### src/sv/section_address_translator_core_defines.svh
// Assertion macros shared by the section address translator RTL.
// Used by the top level only; relies on clk and rst_n being in scope.
`ifndef SECTION_ADDRESS_TRANSLATOR_CORE_DEFINES_SVH
`define SECTION_ADDRESS_TRANSLATOR_CORE_DEFINES_SVH

// Same-cycle implication, checked outside reset.
`define SAT_ASSERT_IMPL(label, ante, cons, msg) \
    label: assert property (@(posedge clk) disable iff (!rst_n) (ante) |-> (cons)) \
        else $error(msg);

// Next-cycle implication, checked outside reset.
`define SAT_ASSERT_NEXT(label, ante, cons, msg) \
    label: assert property (@(posedge clk) disable iff (!rst_n) (ante) |=> (cons)) \
        else $error(msg);

`endif

### src/sv/sat_pkg.sv
// Types and request codes for the section address translator.
// No dependencies; used by sat_match and section_address_translator_core.
`timescale 1ns / 1ps
`default_nettype none

package sat_pkg;

    typedef enum logic [1:0] {
        REQ_LOAD        = 2'd0,
        REQ_MEM_TO_FILE = 2'd1,
        REQ_FILE_TO_MEM = 2'd2
    } req_t;

    // One section table entry as stored in the table RAM.
    typedef struct packed {
        logic [31:0] raw_size;
        logic [31:0] raw_base;
        logic [31:0] virt_size;
        logic [31:0] virt_base;
    } section_t;

    typedef struct packed {
        logic        hit;
        logic [31:0] value;
    } match_t;

endpackage

`default_nettype wire

### src/sv/sat_ram.sv
// Generic single-write, single-read RAM with registered read data.
// No dependencies; holds the section table.
`timescale 1ns / 1ps
`default_nettype none

module sat_ram #(
    parameter int WIDTH = 128,
    parameter int DEPTH = 16,
    parameter int AW    = (DEPTH > 1) ? $clog2(DEPTH) : 1
) (
    input  wire logic             clk,
    input  wire logic             we,
    input  wire logic [AW-1:0]    waddr,
    input  wire logic [WIDTH-1:0] wdata,
    input  wire logic [AW-1:0]    raddr,
    output logic      [WIDTH-1:0] rdata
);

    logic [WIDTH-1:0] mem_reg [DEPTH];
    logic [WIDTH-1:0] rdata_reg;

    always_ff @(posedge clk)
    begin
        if (we)
        begin
            mem_reg[waddr] <= wdata;
        end
        rdata_reg <= mem_reg[raddr];
    end

    assign rdata = rdata_reg;

endmodule

`default_nettype wire

### src/sv/sat_match.sv
// Shared range-check and rebase unit: tests one section entry per cycle.
// Depends on sat_pkg for the entry and result types.
`timescale 1ns / 1ps
`default_nettype none

module sat_match (
    input  wire logic [31:0]      addr,
    input  wire logic             to_file,
    input  wire sat_pkg::section_t entry,
    output sat_pkg::match_t       result
);

    logic [31:0] src_base;
    logic [31:0] src_size;
    logic [31:0] dst_base;
    logic [32:0] end_sum;
    logic [31:0] offset;

    always_comb
    begin
        if (to_file)
        begin
            src_base = entry.virt_base;
            src_size = entry.virt_size;
            dst_base = entry.raw_base;
        end
        else
        begin
            src_base = entry.raw_base;
            src_size = entry.raw_size;
            dst_base = entry.virt_base;
        end
        end_sum = {1'b0, src_base} + {1'b0, src_size};
        offset  = addr - src_base;
        // A range whose end wraps past 2^32 can never hold the address.
        result.hit   = !end_sum[32] && (addr >= src_base) && (offset < src_size);
        result.value = offset + dst_base;
    end

endmodule

`default_nettype wire

### src/sv/section_address_translator_core.sv
// Section address translator top level: APB registers, sequencer, table RAM.
// Depends on sat_pkg, sat_ram, sat_match and the assertion macro header.
//
// A load request writes one section entry and gives no result. A translate
// request whose address is at or below header_size, or that meets an empty
// search (section_count of zero), gives its result in the cycle after
// acceptance. Otherwise the sequencer walks the section table in index order
// through the table RAM's single read port, one entry per cycle, feeding the
// shared range-check unit; the search stops with a hit at the first matching
// entry, or with a miss after the last of min(section_count, MAX_SECTIONS)
// entries. The block takes no new request while a search runs. Entries never
// loaded must not be searched.
`timescale 1ns / 1ps
`default_nettype none
`include "section_address_translator_core_defines.svh"

module section_address_translator_core #(
    parameter int MAX_SECTIONS = 16
) (
    input  wire logic        clk,
    input  wire logic        rst_n,
    // APB configuration port
    input  wire logic        psel,
    input  wire logic        penable,
    input  wire logic        pwrite,
    input  wire logic [2:0]  paddr,
    input  wire logic [31:0] pwdata,
    output logic      [31:0] prdata,
    output logic             pready,
    // request channel
    input  wire logic        in_valid,
    output logic             in_ready,
    input  wire logic [1:0]  req_type,
    input  wire logic [3:0]  slot,
    input  wire logic [31:0] sec_virtual_base,
    input  wire logic [31:0] sec_virtual_size,
    input  wire logic [31:0] sec_raw_base,
    input  wire logic [31:0] sec_raw_size,
    input  wire logic [31:0] address,
    // result channel
    output logic             out_valid,
    input  wire logic        out_ready,
    output logic [31:0]      translated,
    output logic             hit
);

    localparam int IDX_W = (MAX_SECTIONS > 1) ? $clog2(MAX_SECTIONS) : 1;
    localparam int CNT_W = $clog2(MAX_SECTIONS + 1);

    localparam logic REG_HEADER = 1'b0;
    localparam logic REG_COUNT  = 1'b1;

    typedef enum logic [1:0] {
        S_IDLE = 2'b01,
        S_SCAN = 2'b10
    } state_t;

    state_t             state_reg, state_next;
    logic [31:0]        header_size_reg;
    logic [4:0]         section_count_reg;
    logic [31:0]        addr_reg, addr_next;
    logic               to_file_reg, to_file_next;
    logic [CNT_W-1:0]   lim_reg, lim_next;
    logic [CNT_W-1:0]   rd_idx_reg, rd_idx_next;
    logic [CNT_W-1:0]   chk_idx_reg, chk_idx_next;
    logic               chk_valid_reg, chk_valid_next;
    logic               out_valid_reg, out_valid_next;
    logic [31:0]        translated_reg, translated_next;
    logic               hit_reg, hit_next;

    logic               cfg_write;
    logic               in_fire;
    logic               is_load;
    logic               is_xlate;
    logic [CNT_W-1:0]   lim_now;
    logic               issue;
    logic               chk_last;
    logic               ram_we;
    sat_pkg::section_t  wr_entry;
    sat_pkg::section_t  rd_entry;
    sat_pkg::match_t    match;

    // ---------------- configuration registers ----------------
    assign pready    = 1'b1;
    assign cfg_write = psel && penable && pwrite;

    always_ff @(posedge clk or negedge rst_n)
    begin
        if (!rst_n)
        begin
            header_size_reg   <= '0;
            section_count_reg <= '0;
        end
        else if (cfg_write)
        begin
            unique case (paddr[2])
                REG_HEADER: header_size_reg   <= pwdata;
                REG_COUNT:  section_count_reg <= pwdata[4:0];
                default:    header_size_reg   <= header_size_reg;
            endcase
        end
    end

    always_comb
    begin
        unique case (paddr[2])
            REG_HEADER: prdata = header_size_reg;
            REG_COUNT:  prdata = {27'd0, section_count_reg};
            default:    prdata = '0;
        endcase
    end

    // ---------------- section table ----------------
    assign is_load  = (req_type == sat_pkg::REQ_LOAD);
    assign is_xlate = (req_type == sat_pkg::REQ_MEM_TO_FILE)
                   || (req_type == sat_pkg::REQ_FILE_TO_MEM);
    assign in_ready = (state_reg == S_IDLE) && (!out_valid_reg || out_ready);
    assign in_fire  = in_valid && in_ready;
    // Drop loads aimed past the table.
    assign ram_we   = in_fire && is_load && (32'(slot) < 32'(MAX_SECTIONS));

    assign wr_entry.virt_base = sec_virtual_base;
    assign wr_entry.virt_size = sec_virtual_size;
    assign wr_entry.raw_base  = sec_raw_base;
    assign wr_entry.raw_size  = sec_raw_size;

    sat_ram #(
        .WIDTH ($bits(sat_pkg::section_t)),
        .DEPTH (MAX_SECTIONS),
        .AW    (IDX_W)
    ) u_table (
        .clk   (clk),
        .we    (ram_we),
        .waddr (IDX_W'(slot)),
        .wdata (wr_entry),
        .raddr (rd_idx_reg[IDX_W-1:0]),
        .rdata (rd_entry)
    );

    sat_match u_match (
        .addr    (addr_reg),
        .to_file (to_file_reg),
        .entry   (rd_entry),
        .result  (match)
    );

    // ---------------- sequencer ----------------
    always_comb
    begin
        if (32'(section_count_reg) > 32'(MAX_SECTIONS))
        begin
            lim_now = CNT_W'(MAX_SECTIONS);
        end
        else
        begin
            lim_now = CNT_W'(section_count_reg);
        end
    end

    assign issue    = rd_idx_reg < lim_reg;
    assign chk_last = (CNT_W'(chk_idx_reg + CNT_W'(1)) == lim_reg);

    always_comb
    begin
        state_next      = state_reg;
        addr_next       = addr_reg;
        to_file_next    = to_file_reg;
        lim_next        = lim_reg;
        rd_idx_next     = rd_idx_reg;
        chk_idx_next    = chk_idx_reg;
        chk_valid_next  = 1'b0;
        out_valid_next  = out_valid_reg && !out_ready;
        translated_next = translated_reg;
        hit_next        = hit_reg;

        unique case (state_reg)
            S_IDLE:
            begin
                if (in_fire && is_xlate)
                begin
                    addr_next    = address;
                    to_file_next = (req_type == sat_pkg::REQ_MEM_TO_FILE);
                    lim_next     = lim_now;
                    rd_idx_next  = '0;
                    if (address <= header_size_reg)
                    begin
                        out_valid_next  = 1'b1;
                        translated_next = address;
                        hit_next        = 1'b1;
                    end
                    else if (lim_now == '0)
                    begin
                        out_valid_next  = 1'b1;
                        translated_next = '0;
                        hit_next        = 1'b0;
                    end
                    else
                    begin
                        state_next = S_SCAN;
                    end
                end
            end
            S_SCAN:
            begin
                if (chk_valid_reg && match.hit)
                begin
                    out_valid_next  = 1'b1;
                    translated_next = match.value;
                    hit_next        = 1'b1;
                    state_next      = S_IDLE;
                end
                else if (chk_valid_reg && chk_last)
                begin
                    out_valid_next  = 1'b1;
                    translated_next = '0;
                    hit_next        = 1'b0;
                    state_next      = S_IDLE;
                end
                else
                begin
                    // Advance the read pointer; its data is checked next cycle.
                    chk_valid_next = issue;
                    chk_idx_next   = rd_idx_reg;
                    if (issue)
                    begin
                        rd_idx_next = CNT_W'(rd_idx_reg + CNT_W'(1));
                    end
                end
            end
            default:
            begin
                state_next = S_IDLE;
            end
        endcase
    end

    always_ff @(posedge clk or negedge rst_n)
    begin
        if (!rst_n)
        begin
            state_reg     <= S_IDLE;
            chk_valid_reg <= 1'b0;
            out_valid_reg <= 1'b0;
            rd_idx_reg    <= '0;
            lim_reg       <= '0;
        end
        else
        begin
            state_reg     <= state_next;
            chk_valid_reg <= chk_valid_next;
            out_valid_reg <= out_valid_next;
            rd_idx_reg    <= rd_idx_next;
            lim_reg       <= lim_next;
        end
    end

    always_ff @(posedge clk)
    begin
        addr_reg       <= addr_next;
        to_file_reg    <= to_file_next;
        chk_idx_reg    <= chk_idx_next;
        translated_reg <= translated_next;
        hit_reg        <= hit_next;
    end

    assign out_valid  = out_valid_reg;
    assign translated = translated_reg;
    assign hit        = hit_reg;

    // ---------------- assertions ----------------
    `SAT_ASSERT_IMPL(a_scan_blocks_input, state_reg == S_SCAN, !in_ready, "request taken during search")
    `SAT_ASSERT_IMPL(a_scan_no_result, state_reg == S_SCAN, !out_valid_reg, "result pending during search")
    `SAT_ASSERT_IMPL(a_ptr_in_range, state_reg == S_SCAN, rd_idx_reg <= lim_reg, "read pointer past limit")
    `SAT_ASSERT_IMPL(a_miss_is_zero, out_valid_reg && !hit_reg, translated_reg == 32'd0, "miss with nonzero value")

endmodule

`default_nettype wire
### config.mk
export PLATFORM = sky130hd
export DESIGN_NAME = section_address_translator_core
export DESIGN_NICKNAME = d
export VERILOG_FILES = /design/src/sv/sat_pkg.sv /design/src/sv/sat_ram.sv /design/src/sv/sat_match.sv /design/src/sv/section_address_translator_core.sv
export VERILOG_INCLUDE_DIRS = /design/src /design/src/sv
export SDC_FILE = /design/constraint.sdc
export NUM_CORES = 2
export LEC_CHECK = 0
export ABC_CLOCK_PERIOD_IN_PS = 15400
export BUFFER_PORTS_ARGS = -buffer_cell sky130_fd_sc_hd__buf_4
export CORE_MARGIN = 3
export CORE_UTILIZATION = 33
export CTS_CLUSTER_DIAMETER = 60
export DETAILED_ROUTE_END_ITERATION = 12
export PLACE_DENSITY = 0.57
export RECOVER_POWER = 100
export SLEW_MARGIN = 0
export SYNTH_ARGS = -nofsm -noshare
export SYNTH_HDL_FRONTEND = slang
export SYNTH_SLANG_ARGS = --single-unit
### constraint.sdc
create_clock -name clk -period 15.4 [get_ports clk]
set_input_delay 3.08 -clock clk [delete_from_list [all_inputs] [get_ports clk]]
set_output_delay 3.08 -clock clk [all_outputs]
set_load 0.005 [all_outputs]
# Word level (Yosys, flattened, before mapping)
# Memory sizes are Yosys's and may differ from the RTL's. A register that Yosys moved wholly into a read port is not among the register bits.
# Cells that the tools add are included.
word_totals:
  out_inout_bits: 68
  ramBits: 2048
  memories: 1
  reg_bits: 122
  word_cells: 104
op_classes:
  bitwise_logic: 3
  n_lt_le_gt_ge: 5
  reduce_logical: 26
  add_sub_neg: 5
  n_eq_ne: 13
  n_mux: 39
memory_table:
  columns: ["name", "depth", "width", "rd", "rd_clocked_by_memory_dff", "wr", "line_no", "text"]
  rows:
  - ["u_table.mem_reg", 16, 128, 1, 1, 1, "sat_ram.sv:19", "logic [WIDTH-1:0] mem_reg [DEPTH];"]
op_table:
  columns: ["op", "count"]
  rows:
  - ["32-bit 2-to-1 mux", 8]
  - ["32-bit case mux with 2 select lines", 2]
  - ["32-bit by 32-bit adder with 33-bit output", 1]
  - ["32-bit adder", 1]
  - ["32-bit >= comparator", 1]
  - ["32-bit <= comparator", 1]
  - ["32-bit < comparator", 1]
  - ["32-bit subtractor", 1]
  - ["5-bit 2-to-1 mux", 5]
  - ["1-bit 2-to-1 mux", 15]
  - ["1-bit logical AND", 11]
  - ["5-bit by 1-bit adder with 5-bit output, second input constant", 2]
  - ["2-bit 2-to-1 mux", 5]
  - ["2-bit != test, second input constant", 5]
  - ["5-bit case mux with 2 select lines", 1]
  - ["4-bit AND reduction", 2]
  - ["2-bit AND reduction", 3]
  - ["5-bit equality test", 1]
  - ["5-bit greater-than comparator, second input constant", 1]
  - ["5-bit zero test", 1]
  - ["5-bit < comparator", 1]
  - ["5-bit AND reduction", 1]
  - ["2-bit by 1-bit equality test with 1-bit output, second input constant", 2]
  - ["2-bit equality test, second input constant", 2]
  - ["other kinds (11)", 17]

# Longest topological paths before layout
logic_depth:
  ltp_word: 8
  mapped_depth: 27
  mapped_depth_nobuf: 23

# Hierarchy
# Synthesis repeated with hierarchy kept, for this count alone.
hier_totals:
  hier_cells: 4589
  hier_area_um2: 90984.8
modules_own_cells:
  columns: ["mod", "area_per_inst_um2", "cells_each", "instances"]
  rows:
  - ["sat_ram", 79331.1, 3365, 1]
  - ["section_address_translator_core", 5908.2, 473, 1]
  - ["sat_match", 5745.5, 751, 1]

# Worst setup path before layout
# No wires, ideal clock.
synth_path:
  path_type: "input to register"
  startpoint: "input port out_ready"
  endpoint: "memory u_table.mem_reg[0][0], enable pin"
  arrival_time_ns: 12.523
  setup_slack_ns: 2.103
  stages: 5
  path_buffers: 0
  path_cell_list: "nand2b_1 -> and2_1 -> nand3_1 -> or3_1 -> nor3_1"
synth_between:
  elab_chain_len: 6
synth_rtl:
  columns: ["element", "line_no", "text"]
  rows:
  - ["start: declaration", "section_address_translator_core.sv:42", "input wire logic out_ready,"]
  - ["1-bit logical OR", "section_address_translator_core.sv:117", "assign in_ready = (state_reg == S_IDLE) && (!out_valid_reg || out_ready);"]
  - ["1-bit logical AND", "section_address_translator_core.sv:117", null]
  - ["named net in_ready", "section_address_translator_core.sv:32", "output logic in_ready,"]
  - ["1-bit logical AND", "section_address_translator_core.sv:118", "assign in_fire = in_valid && in_ready;"]
  - ["1-bit logical AND", "section_address_translator_core.sv:120", "assign ram_we = in_fire && is_load && (32'(slot) < 32'(MAX_SECTIONS));"]
  - ["1-bit 2-to-1 mux", "sat_ram.sv:24", "if (we)"]
  - ["1-bit 2-to-1 mux (not written as such)", "sat_ram.sv:26", "mem_reg[waddr] <= wdata;"]
  - ["end: declaration", "sat_ram.sv:19", null]
# The timed path passes the listed nets, and every way through them passes these cells.

# Worst setup path in the final report
layout_path:
  startpoint: "input port out_ready"
  endpoint: "memory u_table.mem_reg[2][35], enable pin"
layout_between:
  elab_chain_len: 6
layout_rtl:
  columns: ["element", "line_no"]
  rows:
  - ["1-bit logical OR", "section_address_translator_core.sv:117"]
  - ["1-bit logical AND", "section_address_translator_core.sv:117"]
  - ["1-bit logical AND", "section_address_translator_core.sv:118"]
  - ["1-bit logical AND", "section_address_translator_core.sv:120"]
  - ["1-bit 2-to-1 mux", "sat_ram.sv:24"]
  - ["1-bit 2-to-1 mux (not written as such)", "sat_ram.sv:26"]
# Every way passes these cells.

==> run metrics <==
status=complete, but fails checks; violations in the final reports=capacitance limit, slew limit; vias=around 45k; mux contribution to synthesized area=between 10% and 20%; overall global routing resource usage=approximately 16%; initial antenna violation count=66; post-detailed-routing wire length=236 mm; share of total power consumed by net switching=25.0%; total power=14.9 mW; # port buffers=roughly 270; IR Drop Worst-Case VDD=about 0.086 mV; most instantiated flip-flop cell in the synthesis netlist=sky130_fd_sc_hd__edfxtp_1; time the final worst path needs with I/O delays and setup=between 10 and 15 ns; final setup fails=0; setup repair after global routing missed its margin=false; clock root buffer master=sky130_fd_sc_hd__clkbuf_16; most common cell after layout, fill and taps aside=sky130_fd_sc_hd__edfxtp_1; ratio of cells with drive above 1 in the final layout=around a quarter; crit end category=register; post-synthesis share of cell area spent on full adders, half adders and majority gates=2.35%; pin count of the biggest net entering global routing=around 130; placed inst area=just under 0.1 sq mm; count of final max-slew check failures=about 1.8k; worst-case clock buffer depth=4; height of the die=~530 microns; storage element area=about 0.067 sq mm; Worst Reg2Reg Path Length in Cells=5; complex-gate fraction of the synthesized area=under 10%; largest clock skew in the final design=roughly 0.064 ns; FFs w/ async S/R, synth=under 10%; nets in the synthesized netlist=4716; die span in x=approximately 530 microns; xor/xnor share of the synthesized area=less than 1%; post-route clock period utilization=slightly below 70%; CTS Hold Bufs=0; sequential cell fraction of total power=around 48%; Worst slew margin=-466%; sequential area share after synthesis=between 70% and 80%; total number of H-tree levels=4; number of hold violations in the final report=0; power share of the clock group=a little over a third; via count normalized by instance count=between 5 and 6; number of detailed-route iterations in the first pass=5; simple-gate share of the synthesized area=between 1.5 and 2%; CP Data Required Time=roughly 16 ns; Worst Setup Start Kind=primary input; cell count after placement=8184; commonest non-fill, non-tap cells in the layout=sky130_fd_sc_hd__edfxtp_1, sky130_fd_sc_hd__mux4_2, sky130_fd_sc_hd__clkbuf_1, sky130_fd_sc_hd__clkbuf_16, sky130_fd_sc_hd__ha_1; Syn Std Cell Area=a little over 0.09 sq mm; critical path class=primary input to register; detailed placer's ending HPWL=about 130 mm; number of enable flip-flop cells after synthesis=~2.1k; routed len/inst=around 27 microns; number of placement rows=roughly 190; I/O pin count=roughly 280; Syn Inst Count=between 4k and 5k; kind of path behind the tightest hold check=register to register; clock tree from TritonCTS=built; worst skew pair latency=0.87 ns; area growth from synthesis to layout=14.4%; Peak Freq=between 0.09 and 0.1 GHz; number of clock sinks seen by CTS=about 2.3k; utilization after layout=roughly two fifths; initial standard-cell utilization of the core=around 33%; final layout net count=between 5k and 6k; area of the multi-input gates=~0.023 sq mm; sum of negative setup slack=0 ns; P_sw=~3.7 mW; standby leakage power=roughly 33 nW; Clock Pin Slew Worst Setup and Hold Paths=approximately 0.070 ns; violation count after the first detailed-routing iteration=approximately 3.9k; crit-path max FO=46; slew at the pin closest to its max-slew limit=8.49 ns; Unique masters post-synth=85; power density over the cells=between 100 and 150 mW/mm^2; number of antenna-violating nets in the routed design=0; MaxCap Viol Count=43; # DRC=0; post-route insts no fill=approximately 8.6k; clock buffer count from CTS=about 230; average footprint of a synthesized cell=around 21 sq um; combinational fraction of design power=about 16%; area of the placeable core=~0.27 sq mm; design area=about 0.10 sq mm; wire length of the first global-routing pass=338 mm; vias in the first global route=~45k; total number of yosys warnings=0; GR Overflow Total=0; number of flip-flops in the largest register=just over 2k; quantity of gates resized following cts=0; global placer's final weighted congestion=around 0.88; area of the die=about 0.28 sq mm; main combinational cell family by area after synthesis=multiplexers; count of buffers added by post-CTS timing repair for setup=0; internal power=about 11 mW; Worst Hold Depth=1; filler cell count=~25k; arrival time of the worst setup path=approximately 11 ns; count of state elements after synthesis=2298
-- layout make-up --
type	count	area share (%)
sequential	2298	64.6
multi-input combinational	1714	21.6
clock buffer	312	6.07
tap	3686	4.42
timing repair buffer	348	1.82
clock inverter	107	0.958
inverter	138	0.501
antenna	21	0.0503
-- stage by stage --
step / hold WS [ns] / setup slack (ns)
CTS: 0.507 / 8.02
detailed placement: 0.493 / 8.03
global route: 0.516 / 3.93
finish: 0.507 / 5.04
global placement: 0.486 / 8.03
floorplan: 0.449 / 2.10
-- cell families after synthesis --
logic type / after synthesis
DFF: 2298
muxes: 770
AOI/OAI and AO/OA: 361
and+or+nand+nor: 360
buffers and inverters: 326
adders and majority gates: 170
xor gates and xnor gates: 52
other: 1
-- layer usage --
layer,vias up,track usage (%),part of all wire [%]
li1,18900,-,-
met5,-,0,0.12
met2,1351,25.3,46
met3,328,3.59,7.3
met1,24000,23.7,45
met4,44,3.69,2.1
-- cells in the mapped netlist (18+ instances only) --
| cell | instances | area [sq um] |
|---|---|---|
| sky130_fd_sc_hd__a21oi_1 | 86 | 430 |
| sky130_fd_sc_hd__a21o_1 | 49 | 368 |
| sky130_fd_sc_hd__dfrtp_1 | 50 | 1250 |
| sky130_fd_sc_hd__nand2_1 | 85 | 319 |
| sky130_fd_sc_hd__nand4_1 | 32 | 200 |
| sky130_fd_sc_hd__buf_1 | 51 | 191 |
| sky130_fd_sc_hd__nand3_1 | 25 | 125 |
| sky130_fd_sc_hd__edfxtp_1 | 2119 | 63600 |
| sky130_fd_sc_hd__nor2_1 | 96 | 360 |
| sky130_fd_sc_hd__inv_1 | 136 | 510 |
| sky130_fd_sc_hd__a31oi_1 | 18 | 113 |
| sky130_fd_sc_hd__o21ai_0 | 54 | 270 |
| sky130_fd_sc_hd__dfxtp_1 | 128 | 2560 |
| sky130_fd_sc_hd__a211oi_1 | 31 | 233 |
| sky130_fd_sc_hd__mux4_2 | 623 | 14000 |
| sky130_fd_sc_hd__mux2i_1 | 75 | 751 |
| sky130_fd_sc_hd__clkbuf_1 | 116 | 435 |
| sky130_fd_sc_hd__a22o_1 | 24 | 210 |
| sky130_fd_sc_hd__nor2b_1 | 24 | 150 |
| sky130_fd_sc_hd__mux2_2 | 71 | 800 |
| sky130_fd_sc_hd__ha_1 | 168 | 2100 |
| sky130_fd_sc_hd__nor3_1 | 22 | 110 |
| sky130_fd_sc_hd__xnor2_1 | 38 | 333 |
-- power by group through the flow --
stage | clock [mW] | sequential (mW) | combinational, mW
after CTS | 5.57 | 7.09 | 2.38
after global routing | 5.81 | 7.11 | 2.58
after floorplan | 0 | 7.19 | 1.63
after detailed placement | 0 | 7.23 | 2.37
after global placement | 0 | 7.22 | 2.34
final | 5.43 | 7.10 | 2.34
-- worst paths after layout --
check | from | to | slack (ns)
setup / recovery | out_ready | u_table.mem_reg[2][35] | 5.04
hold / removal | header_size_reg[27] | header_size_reg[27] | 0.51
setup reg to reg | rd_idx_reg[0] | u_table.rdata[56] | 5.62
hold reg to reg | header_size_reg[27] | header_size_reg[27] | 0.51
max in group asynchronous | rst_n | header_size_reg[7] | 10.54
min in group asynchronous | rst_n | header_size_reg[25] | 3.18
-- worst max-delay path, stage by stage --
cell and delay (ns):
sky130_fd_sc_hd__clkbuf_4 0.10, sky130_fd_sc_hd__nand2b_1 0.18, sky130_fd_sc_hd__and2_0 0.21, sky130_fd_sc_hd__nand3_1 0.24, sky130_fd_sc_hd__inv_1 0.14, sky130_fd_sc_hd__nand3b_1 0.23
sky130_fd_sc_hd__nor3_1 0.25, sky130_fd_sc_hd__clkbuf_1 1.96, sky130_fd_sc_hd__clkbuf_1 3.10, sky130_fd_sc_hd__buf_4 1.15
No activity file was read; power rests on OpenSTA's default activity.
